File: config.mk
export PLATFORM = sky130hd
export DESIGN_NAME = nbb_cell
export DESIGN_NICKNAME = d
export VERILOG_FILES = /design/src/sv/nbb_pkg.sv /design/src/sv/nbb_cell.sv
export SDC_FILE = /design/constraint.sdc
export NUM_CORES = 1
export LEC_CHECK = 0
export BUFFER_PORTS_ARGS = -buffer_cell sky130_fd_sc_hd__buf_4
export CAP_MARGIN = 0
export CORE_MARGIN = 1.5
export CORE_UTILIZATION = 40
export DETAILED_ROUTE_END_ITERATION = 16
export PLACE_DENSITY_LB_ADDON = 0.3
export SLEW_MARGIN = 30
export SYNTH_ARGS = -nofsm -noshare
export SYNTH_HDL_FRONTEND = slang
export SYNTH_SLANG_ARGS = --single-unit
File: constraint.sdc
create_clock -name clock -period 3 [get_ports clock]
set_clock_uncertainty 0.1 [all_clocks]
set_input_delay 0.6 -clock clock [delete_from_list [all_inputs] [get_ports clock]]
set_output_delay 0.6 -clock clock [all_outputs]
set_load 0.01 [all_outputs]
File: src/sv/nbb_pkg.sv
package nbb_pkg;

   localparam int MAX_JOINTS_DEF = 64;
   localparam int COORD_W = 24;
   localparam int POS_W = 3 * COORD_W;
   localparam int DIFF_W = COORD_W + 1;
   localparam int SQ_W = 2 * DIFF_W;
   localparam int LEN_W = 50;
   localparam int REM_W = LEN_W + 1;
   localparam int Q_W = 16;
   localparam int FRAC_W = Q_W + 1;
   localparam int PROD_W = DIFF_W + FRAC_W + 1;
   localparam int NEAR_W = COORD_W + 3;
   localparam int ERR_W = COORD_W + 4;
   localparam int ESQ_W = 2 * ERR_W;
   localparam int DSUM_W = ESQ_W + 2;
   localparam int DIST_W = 52;
   localparam int JIDX_W = 6;
   localparam int PAR_W = 7;
   localparam int CNT_W = 7;

   localparam logic OP_LOAD = 1'b0;
   localparam logic OP_QUERY = 1'b1;

   typedef enum logic [1:0] {
      ST_IDLE,
      ST_ISSUE,
      ST_DRAIN
   } state_type;

   typedef struct packed {
      logic en;
      logic [JIDX_W-1:0] joint;
      logic [PAR_W-1:0] parent;
   } load_req_type;

endpackage

File: src/sv/nbb_cell.sv
module nbb_cell #(
   parameter int SIDE_W = 8
) (
   input  logic clock,
   input  logic reset,
   input  logic in_v,
   input  logic [nbb_pkg::REM_W-1:0] in_rem,
   input  logic [nbb_pkg::LEN_W-1:0] in_len,
   input  logic [nbb_pkg::Q_W-1:0] in_q,
   input  logic [SIDE_W-1:0] in_side,
   output logic out_v,
   output logic [nbb_pkg::REM_W-1:0] out_rem,
   output logic [nbb_pkg::LEN_W-1:0] out_len,
   output logic [nbb_pkg::Q_W-1:0] out_q,
   output logic [SIDE_W-1:0] out_side
);
   import nbb_pkg::*;

   logic v_ff;
   logic [REM_W-1:0] rem_ff, rem_in, shifted;
   logic [LEN_W-1:0] len_ff;
   logic [Q_W-1:0] q_ff, q_in;
   logic [SIDE_W-1:0] side_ff;

   always_comb begin
      shifted = {in_rem[REM_W-2:0], 1'b0};
      if (shifted >= {1'b0, in_len}) begin
         rem_in = shifted - {1'b0, in_len};
         q_in = {in_q[Q_W-2:0], 1'b1};
      end else begin
         rem_in = shifted;
         q_in = {in_q[Q_W-2:0], 1'b0};
      end
   end

   always_ff @(posedge clock) begin
      if (reset) begin
         v_ff <= 1'b0;
      end else begin
         v_ff <= in_v;
      end
      rem_ff <= rem_in;
      len_ff <= in_len;
      q_ff <= q_in;
      side_ff <= in_side;
   end

   assign out_v = v_ff;
   assign out_rem = rem_ff;
   assign out_len = len_ff;
   assign out_q = q_ff;
   assign out_side = side_ff;

endmodule

; ---- Yosys cells after proc, flatten, opt, wreduce, memory -nomap -nowiden
; Index checks and enable logic that the tools add are counted.
[op_classes]
order_cmp = 1
add_sub_neg = 1
n_mux = 2
[op_table]
columns = operator, count
row1 = 51-bit by 50-bit greater-or-equal comparator with 1-bit output, 1
row2 = 51-bit two-way mux, 1
row3 = 51-bit by 50-bit subtractor with 51-bit output, 1
row4 = 1-bit two-way mux, 1
[word_totals]
in_bits = 128
register_bits = 126
output_inout_bits = 126
elab_cells = 10

; ---- Longest topological paths before layout
; Gate-level depths: netlist (run 1).
[depth]
depth_word = 2
mapped_depth = 14
ltp_nobuf = 12

; ---- Least setup slack after synthesis (run 1)
; OpenSTA, ideal clock, no wires.
[synth_timing]
path_type = input-to-reg
startpoint = in in_len[0] in the netlist's numbering
endpoint = reg rem_ff[50], in the netlist out_rem[50]
t_arrival_ps = 2926
setup_slack_ps = -149
required_time_ps = 2777
cell_stages = 11
setup_time_ps = 123
path_buffers = 0
cell_sequence = inv_1 -> fa_1 -> a21o_1 -> nand3_1 -> a311o_1 -> nand4_2 -> a311oi_4 -> o21ai_1 -> a31o_2 -> a311oi_2 -> mux2_1
[synth_between]
elab_chain_cells = 2
word_cells_on_any_way = 3
classes_between = add/sub: 1 / order compare: 1 / mux: 1
[synth_rtl]
columns = item, line
row1 = start: declaration, nbb_cell.sv:8  ; input logic [nbb_pkg::LEN_W-1:0] in_len,
row2 = 51-bit by 50-bit subtractor with 51-bit output / 51-bit by 50-bit greater-or-equal comparator with 1-bit output (equally long branches), "nbb_cell.sv:28, nbb_cell.sv:27"
row3 = 51-bit two-way mux (*), nbb_cell.sv:27  ; if (shifted >= {1'b0, in_len}) begin
row4 = named net rem_in[50], nbb_cell.sv:20  ; logic [REM_W-1:0] rem_ff, rem_in, shifted;
row5 = end signal: assignment, nbb_cell.sv:42  ; rem_ff <= rem_in;
row6 = end: declaration, nbb_cell.sv:20
; The timed path passes the listed nets; every way through them passes the cells marked *.
; A chain may end at the register's enable or synchronous reset.

; ---- Worst setup path in the final report (run 1)
[layout_timing]
startpoint = in in_len[1] in the netlist's numbering
endpoint = reg rem_ff[37], in the netlist out_rem[37]
; The elaborated chain is that of the path after synthesis.

==> run_results.csv, run 1 <==
group,metric,value,unit
pwr,p_int,4.03,mW
synthesis,synthCells,706,
place,numPortBuffers,251,
sta,rsz0062_at_grt,"yes",
route,antenna_left,0,
worst_hold_path,min-delay-start,"in_q[0]",
route,drt_iter0_drc,440,
cells_and_area,utilization,64.5,%
place,gp_congestion,0.877,
worst_hold_path,hold_class,"input pin to flop",
cells_and_area,final_area,10600,µm²
cts,cts_buffer_depth,2,
die,dieHeight,133,µm
cts,root_buffer,"clkbuf_16",
pwr,p_sw_share,31.1,%
pwr,power_density,550,nW/µm²
cts,cts_tree,"done",
route,vias,6553,
place,dp.cells,1297,
route,drt-total-wl,20500,µm
die,die_area,17600,µm²
pwr,power_leakage,5.30,nW
grt,antenna_found_initial,0,
status,status,"complete, no violations",
pwr,p_comb_share,32.9,%
grt,overflow,0,
route,firstDrtPassIters,5,
synthesis,synth_common_cells,"dfxtp_1, inv_1, a21oi_1",
grt,grt_max_degree,21,
pwr,peakVddDrop,0.000422,V
die,rows,47,
synthesis,synth_nets,885,
cts,clk_pin_slew_worst_paths,60,ps
synthesis,synthArstFlopShare,0,%
setup_path,end_kind,"flop",
route,drcViolationCount,0,
die,core-area,16500,µm²
synthesis,synth_edf_count,0,
setup_path,slowest_delay,340,ps
sta,hold_viol,0,
cells_and_area,final_nets,1276,
setup_path,critPathArrivalTime,3140,ps
sta,min_period,2920,ps
pwr,pwr-share-clk,33.9,%
setup_path,crit_start,"in_len[1]",
setup_path,cp.required,3220,ps
cts,cts_sinks,126,
cts,htree_levels,4,
synthesis,synth_area_per_cell,9.51,µm²
synthesis,yosys_warnings,0,
route,avgViaCountPerCell,4.93,
sta,fmax,342,MHz
setup_path,crit_chain,"buf_4 -> inv_1 -> ha_1 -> nor2b_2 -> o2111ai_2 -> buf_4 -> a211oi_2 -> buf_4 -> o311ai_4 -> a31oi_4 -> a211oi_2 -> nand2_1 -> xor2_1 -> mux2_4",
sta,fin_ws,75.7,ps
grt,grt.total_usage,22.9,%
synthesis,synthFlopType,"dfxtp_1",
sta,setup_viol,0,
grt,grt_pass1_vias,6532,
sta,slew_headroom,68.7,%
synthesis,synthMostInstantiatedCell,"dfxtp_1",
die,ios,254,
place,placed_area,9980,µm²
setup_path,cp-start-kind,"input pin",
setup_path,critPathMostFrequentCell,"buf_4",
cells_and_area,syn_to_final_growth,58.4,%
sta,worst_pin_slew,467,ps
cells_and_area,final_cells,1330,
cts,cts_buffers,17,
die,start_util,40.8,%
cells_and_area,drive_gt1_share,47.9,%
sta,hold_slack,172,ps
synthesis,synth.distinct_cells,77,
synthesis,synth_top_area_cell,"dfxtp_1",
setup_path,slowest_stage,"o311ai_4",
synthesis,yosys-top-cells-area,"dfxtp_1, ha_1, mux2_4",
sta,period_share,97.5,%
die,die_w,133,µm
place,post-place-ws,-406,ps
pwr,switchingPower,1.82,mW
pwr,p_seq_share,33.1,%
synthesis,synthesis.area,6710,µm²
synthesis,synth.top_cell.area_share,37.6,%
place,place.detailed.hpwl,16400,µm
cts,hold_buffers,0,
setup_path,critPathKind,"input pin to flop",
grt,grt_pass1_wl,32100,µm
sta,drv_slew,0,
setup_path,cp_max_fo,3,
cells_and_area,n_antenna_cell,0,
synthesis,seq_area_frac_synth,37.6,%
synthesis,ys_ff_latch,126,
job,cap_viol_max_count,0,
route,routedWlPerCell,15.4,µm
[placed cells by master (no fill, tap or decap), types with 10 or more instances in the layout]
master and count:
a21o_1 25, a21oi_1 54, buf_4 394, clkbuf_16 17
dfxtp_1 126, ha_1 38, ha_4 10, inv_1 70
mux2_4 32, nand2_1 41, nand3_1 15, nand4_1 14
nor2_1 36, o21ai_0 23, o21bai_1 14, xnor2_1 28
xor2_1 13
[registers in the layout (all words and copies together), names as in the netlist]
signal and flops:
out_len 50, out_q 16, out_rem 51, out_side 8
out_v 1
[power groups by stage]
stage | clock (mW) | sequential (mW) | combinational (mW)
3_3_place_gp | 0 | 1.97 | 1.87
5_1_grt | 2.10 | 1.96 | 2.07
2_1_floorplan | 0 | 2.08 | 0.905
4_1_cts | 2.02 | 1.94 | 1.91
6_report | 1.98 | 1.94 | 1.93
3_5_place_dp | 0 | 1.97 | 1.89
[layout make-up]
type | count | area, µm²
fill | 1407 | 5840
multi-input combinational | 478 | 3940
timing repair buffer | 396 | 3000
sequential | 126 | 2520
clock buffer | 17 | 425
inverter | 78 | 325
tap | 220 | 275
clock inverter | 15 | 139
[layer usage]
metal	GRT usage [%]	wire (µm)	up-vias
li1	-	-	3281
met4	7.26	274	0
met3	7.62	1740	21
met2	39.7	9850	251
met1	26.8	8600	3000
met5	0	0	-
[worst paths after layout]
kind                 endpoint  cells past startpoint
setup / recovery  out_rem[37]                     14
hold / removal       out_q[1]                      1
[cell families (layout without fill, tap and decap cells)]
group | Yosys count | count (layout) | synth area share [%]
AO/OA/AOI/OAI | 190 | 190 | 20.4
AND/OR/NAND/NOR | 154 | 154 | 11.5
flip-flops | 126 | 126 | 37.6
buffers and inverters | 102 | 506 | 6.75
adder cells (fa/ha/maj) | 51 | 51 | 9.62
multiplexers | 42 | 42 | 8.78
XOR/XNOR | 41 | 41 | 5.35
[worst max-delay path, delay by kind of cell]
family                     cells  cell delay, ps
muxes                          1             250
buffers and inverters          4             520
adders and majority gates      1             240
and+or+nand+nor                2             310
AOI/OAI and AO/OA              5            1040
xor gates and xnor gates       1             160
[what timing repair did]
action	CTS	global route
setup buffers	0	1
setup endpoints to repair	0	43
gates resized for setup	0	17
[through the flow]
stage	setup TNS, ps	total power, mW
finish	0	5.85
global route	-48.6	6.13
CTS	0	5.87
floorplan	-56.1	2.99
global placement	-16260	3.84
detailed placement	-16490	3.87
(Power assumes the default switching activity.)
==> inputs of run 2 (changes only) <==
--- a/config.mk
+++ b/config.mk
@@ -5,6 +5,7 @@
 export SDC_FILE = /design/constraint.sdc
 export NUM_CORES = 1
 export LEC_CHECK = 0
+export ABC_AREA = 1
 export BUFFER_PORTS_ARGS = -buffer_cell sky130_fd_sc_hd__buf_4
 export CAP_MARGIN = 0
 export CORE_MARGIN = 1.5
==> run 2 against run 1 <==
  * Flip-flop and latch count unchanged
  * Combinational power is 14% lower
  * Via count is 22% higher
  * Critical path type unchanged
  * Sequential share of layout area is 0.25 points lower
  * Sequential power about the same
  * Fmax grew 21%
  * Worst setup slack better by 500 ps
==> run_results.csv, run 2 <==
group,metric,value,unit
status,status,"complete, no violations",
synthesis,synthMostInstantiatedCell,"nand2_1",
die,die_w,144,µm
sta,min_period,2420,ps
grt,antenna_found_initial,0,
synthesis,synthFlopType,"dfxtp_1",
setup_path,cp.required,3270,ps
die,ios,254,
setup_path,crit_chain,"buf_4 -> ha_1 -> a21oi_1 -> o21bai_1 -> a21oi_1 -> nand2_1 -> nor2_2 -> nand2_2 -> nor2_4 -> buf_4 -> nand2_1 -> nand2_1",
pwr,p_comb_share,29.2,%
setup_path,critPathArrivalTime,2700,ps
synthesis,synth_fa_ha_area_share,8.15,%
setup_path,crit_start,"in_rem[43]",
synthesis,synth_top_family_by_area,"simple AND/OR/NAND/NOR gates",
place,place.detailed.hpwl,21000,µm
die,core-area,19500,µm²
cts,cts_buffers,17,
die,rows,51,
die,dieHeight,144,µm
synthesis,synth_compound_area_share,6.30,%
synthesis,yosys.area_share.simple,36.6,%
route,drcViolationCount,0,
job,cap_viol_max_count,0,
cells_and_area,final_common_cell,"nand2_1",
cells_and_area,final_cell_mix,"nand2_1, buf_4, inv_1, dfxtp_1, nor2_1",
synthesis,yosys-top-cells-area,"dfxtp_1, nand2_1, inv_1",
cells_and_area,syn_to_final_growth,35.6,%
cts,htree_levels,4,
pwr,switchingPower,1.85,mW
sta,hold_viol,0,
grt,grt_max_degree,40,
cts,cts_sinks,126,
sta,tns,0,ps
place,numPortBuffers,251,
grt,grt_pass1_vias,7512,
synthesis,synth.mux.area_fraction,0,%
cts,cts_buffer_depth,2,
grt,grt_pass1_wl,38000,µm
place,post-place-ws,153,ps
setup_path,critPathKind,"input pin to flop",
cts,root_buffer,"clkbuf_16",
cts,clk_pin_slew_worst_paths,60,ps
synthesis,synth.distinct_cells,37,
pwr,pwr-share-clk,37.1,%
worst_hold_path,hold_class,"input pin to flop",
synthesis,synthCells,1240,
synthesis,synth_nets,1419,
synthesis,ys_ff_latch,126,
route,avgViaCountPerCell,4.47,
route,drt-total-wl,24800,µm
setup_path,critPathMostFrequentCell,"nand2_1",
pwr,power_leakage,6.12,nW
sta,slew_headroom,69.0,%
synthesis,synth.top_cell.area_share,31.8,%
pwr,p_sw_share,32.6,%
cells_and_area,final_nets,1691,
route,routedWlPerCell,13.9,µm
cts,cts_setup_buffers,0,
pwr,total_power,5.68,mW
synthesis,seq_area_frac_synth,31.8,%
sta,drv_slew,0,
cts,cts_resized,0,
sta,period_share,80.8,%
die,start_util,40.7,%
synthesis,yosys_warnings,0,
sta,fmax,412,MHz
synthesis,synth_area_per_cell,6.39,µm²
route,vias,8001,
setup_path,cp-start-kind,"input pin",
pwr,power_density,529,nW/µm²
cts,cts_tree,"done",
pwr,peakVddDrop,0.000378,V
worst_hold_path,holdPathEnd,"out_q[11]",
setup_path,end_kind,"flop",
synthesis,synthArstFlopShare,0,%
worst_hold_path,hold_depth,1,
sta,hold_slack,174,ps
sta,rsz0062_at_grt,"no",
cells_and_area,largest_reg_flops,51,
worst_hold_path,min-delay-start,"in_q[10]",
sta,setup_viol,0,
sta,fin_ws,575,ps
pwr,p_seq_share,33.8,%
cells_and_area,drive_gt1_share,24.1,%
cells_and_area,utilization,55.2,%
place,gp_congestion,0.897,
route,antenna_left,0,
setup_path,slowest_delay,380,ps
cts,hold_buffers,0,
synthesis,synthXorXnorAreaFrac,3.21,%
synthesis,synthesis.area,7920,µm²
synthesis,synth_top_area_cell,"dfxtp_1",
route,firstDrtPassIters,5,
route,drt_iter0_drc,386,
die,die_area,20700,µm²
pwr,p_int,3.82,mW
synthesis,synth_edf_count,0,
grt,grt.total_usage,24.3,%
setup_path,cp_max_fo,24,
setup_path,slowest_stage,"ha_1",
cells_and_area,n_antenna_cell,0,
synthesis,synth_common_cells,"nand2_1, inv_1, dfxtp_1",
sta,worst_pin_slew,461,ps
grt,overflow,0,
-- run 2: cell types whose count changed after synthesis, sizes merged, moves of 8 or more --
cell    delta
a21o      -25
a21oi     -22
a31oi     -10
clkbuf    -10
inv      +185
mux2      -39
nand2    +454
nand3     +37
nand3b    +15
nor2      +50
xor2       -8
-- run 2: power by group through the flow --
stage	clock [mW]	sequential [mW]	combinational (mW)
floorplan	0	2.06	0.842
global placement	0	1.95	1.64
detailed placement	0	1.95	1.66
CTS	2.15	1.92	1.66
global route	2.21	1.94	1.84
finish	2.11	1.92	1.66
-- run 2: stage by stage --
stage          instance area, µm²  instances
2_1_floorplan                7920       1240
3_3_place_gp                10200       1758
3_5_place_dp                10200       1758
4_1_cts                     10700       1790
5_1_grt                     10700       1790
6_report                    10700       1790
-- run 2: final cells by class --
class / instances / area, µm²
fill: 1964 / 8720
sequential: 126 / 2520
clock inverter: 14 / 160
inverter: 266 / 998
clock buffer: 18 / 429
tap: 265 / 332
multi-input combinational: 838 / 4300
timing repair buffer: 263 / 2000
-- run 2: how the worst max path moves through the flow --
stage	end	depth (start not counted)	slack, ps
final	out_rem[42]	12	580
after global routing	out_rem[49]	12	420
after CTS	out_rem[42]	12	590
after detailed placement	out_rem[42]	12	150
after global placement	out_rem[42]	12	170
after floorplan	out_rem[23]	15	710
-- run 2: cell families (layout without fill, tap and decap cells) --
group	Yosys count	in the layout
adders and majority gates	51	51
AOI/OAI and AO/OA	81	81
and+or+nand+nor	677	677
xor gates and xnor gates	29	29
buffers and inverters	276	561
DFF	126	126
-- run 2: per-layer routing --
metal	track usage, %	up-vias	share of wire, %
li1	-	4269	-
met1	32.6	3450	47
met2	38.5	253	44
met3	4.97	29	6.7
met4	8.86	0	2.5
met5	0	-	0
-- run 2: worst max-delay path: cells and delay by family --
family	cells	cell delay, ps
AOI/OAI and AO/OA	3	580
adders and majority gates	1	380
buffers and inverters	2	430
and+or+nand+nor	6	670
==> inputs of run 3 (changes only) <==
==> constraint.sdc (replaced) <==
create_clock -name clock -period 2.3 [get_ports clock]
set_clock_uncertainty 0.1 [all_clocks]
set_input_delay 0.46 -clock clock [delete_from_list [all_inputs] [get_ports clock]]
set_output_delay 0.46 -clock clock [all_outputs]
set_load 0.01 [all_outputs]
==> run 3 against run 2 <==
  * Non-clock buffer count increased by 178
  * Via count increased by 9.6%
  * Global-route usage increased by 1.3 points
  * Cell count increased by 9.9%
  * Combinational power increased by 54%
  * Total power increased by 41%
  * Wire length increased by 8.0%
  * Die area unchanged
  * Sequential share of layout area decreased by 2.8 points
  * Worst setup slack got worse by 440 ps
  * First-iteration DRC count increased by 31%
  * Critical endpoint is now out_rem[21]
==> run_results.csv, run 3 (synthesis gave the netlist of run 2 again) <==
group,metric,value,unit
grt,grt_pass1_vias,8346,
cells_and_area,final_area,12200,µm²
sta,fmax,463,MHz
die,dieHeight,144,µm
setup_path,crit_family,"simple AND/OR/NAND/NOR gates",
job,cap_viol_max_count,0,
cells_and_area,syn_to_final_growth,53.7,%
place,gp_congestion,0.963,
route,routedWlPerCell,13.6,µm
grt,grt.total_usage,25.6,%
die,rows,51,
sta,setup_viol,0,
die,core-area,19500,µm²
cells_and_area,fillers,1859,
status,status,"complete, no violations",
setup_path,slowest_stage,"ha_1",
setup_path,cp.required,2550,ps
pwr,power_density,656,nW/µm²
route,drcViolationCount,0,
setup_path,end_kind,"flop",
cts,htree_levels,4,
setup_path,critPathArrivalTime,2420,ps
setup_path,cp_max_fo,15,
cts,clk_pin_slew_worst_paths,60,ps
route,firstDrtPassIters,5,
die,die_area,20700,µm²
die,die_w,144,µm
cells_and_area,drive_gt1_share,32.1,%
setup_path,critPathMostFrequentCell,"nand2_1",
setup_path,crit_start,"in_rem[45]",
die,ios,254,
setup_path,crit_chain,"buf_4 -> ha_1 -> nand2_1 -> nand2_1 -> o21bai_1 -> a21oi_1 -> nand2_1 -> nor2_2 -> nand2_2 -> nor2_4 -> buf_4 -> clkbuf_16 -> nand2_2 -> o21ai_2",
cts,cts_sinks,126,
cts,cts_buffer_depth,2,
place,placed_area,11500,µm²
cells_and_area,multiInputGateArea,4310,µm²
cells_and_area,largest_reg_flops,51,
pwr,power_leakage,7.03,nW
place,dp.cells,1932,
place,place.detailed.hpwl,22300,µm
cells_and_area,final_common_cell,"nand2_1",
sta,min_period,2160,ps
setup_path,cp-start-kind,"input pin",
grt,grt_pass1_wl,40200,µm
grt,grt_max_degree,37,
cells_and_area,final_cells,1967,
cts,cts_tree,"done",
route,avgViaCountPerCell,4.46,
pwr,total_power,7.99,mW
sta,slew_headroom,74.2,%
sta,worst_pin_slew,387,ps
cells_and_area,n_antenna_cell,0,
grt,antenna_found_initial,0,
sta,drv_slew,0,
cells_and_area,seqCellArea,2520,µm²
worst_hold_path,min-delay-start,"in_side[1]",
route,drt_iter0_drc,507,
cells_and_area,final_cell_mix,"nand2_1, buf_4, inv_1, dfxtp_1, nor2_1",
sta,period_share,94.0,%
worst_hold_path,hold_class,"input pin to flop",
cells_and_area,final_nets,1869,
pwr,peakVddDrop,0.000501,V
setup_path,critPathKind,"input pin to flop",
route,antenna_left,0,
place,numPortBuffers,251,
die,start_util,40.7,%
setup_path,slowest_delay,340,ps
route,drt-total-wl,26800,µm
cells_and_area,utilization,62.6,%
sta,rsz0062_at_grt,"no",
setup_path,crit_buf_inv,3,
sta,hold_slack,34.4,ps
sta,hold_viol,0,
route,vias,8773,
cts,cts_buffers,17,
grt,overflow,0,
cts,root_buffer,"clkbuf_16",
==> run 3: cell types whose count changed in the layout (fill, tap and decap cells not counted), sizes merged <==
cell,before,now
buf,263,439
bufinv,2,4
clkbuf,18,19
clkinvlp,2,0
==> run 3: stage by stage <==
stage          setup TNS (ps)  setup slack, ps
2_1_floorplan               0              147
3_3_place_gp           -10680             -267
3_5_place_dp           -11800             -297
4_1_cts                     0              155
5_1_grt                     0             7.42
6_report                    0              138
==> run 3: per-layer routing <==
layer / part of all wire (%) / global-route usage [%]
met2: 46 / 43.3
met4: 1.5 / 7.73
met5: 0 / 0
met1: 45 / 33.3
met3: 7.2 / 4.30
==> run 3: layout make-up <==
type	count	area share, %
clock inverters	14	1.72
well taps	265	2.72
flip-flops and latches	126	20.7
multi-input cells	838	35.3
repair buffers	441	27.8
clock buffers	17	3.49
inverters	266	8.20
==> run 3: where the power goes <==
| part | leakage (nW) | switching [mW] | internal (mW) | total [mW] |
|---|---|---|---|---|
| logic | 5.65 | 1.31 | 1.25 | 2.56 |
| clock network | 0.312 | 1.10 | 1.84 | 2.93 |
| registers | 1.06 | 0.0671 | 2.44 | 2.50 |
==> run 3: final timing paths <==
| path | cells after the start | slack [ps] | to |
|---|---|---|---|
| setup / recovery | 14 | 140 | out_rem[21] |
| hold / removal | 1 | 30 | out_side[1] |
==> run 3: timing repair <==
item / CTS / global route
setup buffers: 0 / 2
resized for setup: 0 / 3
hold buffers: 0 / 0
endpoints found under the setup margin: 0 / 16
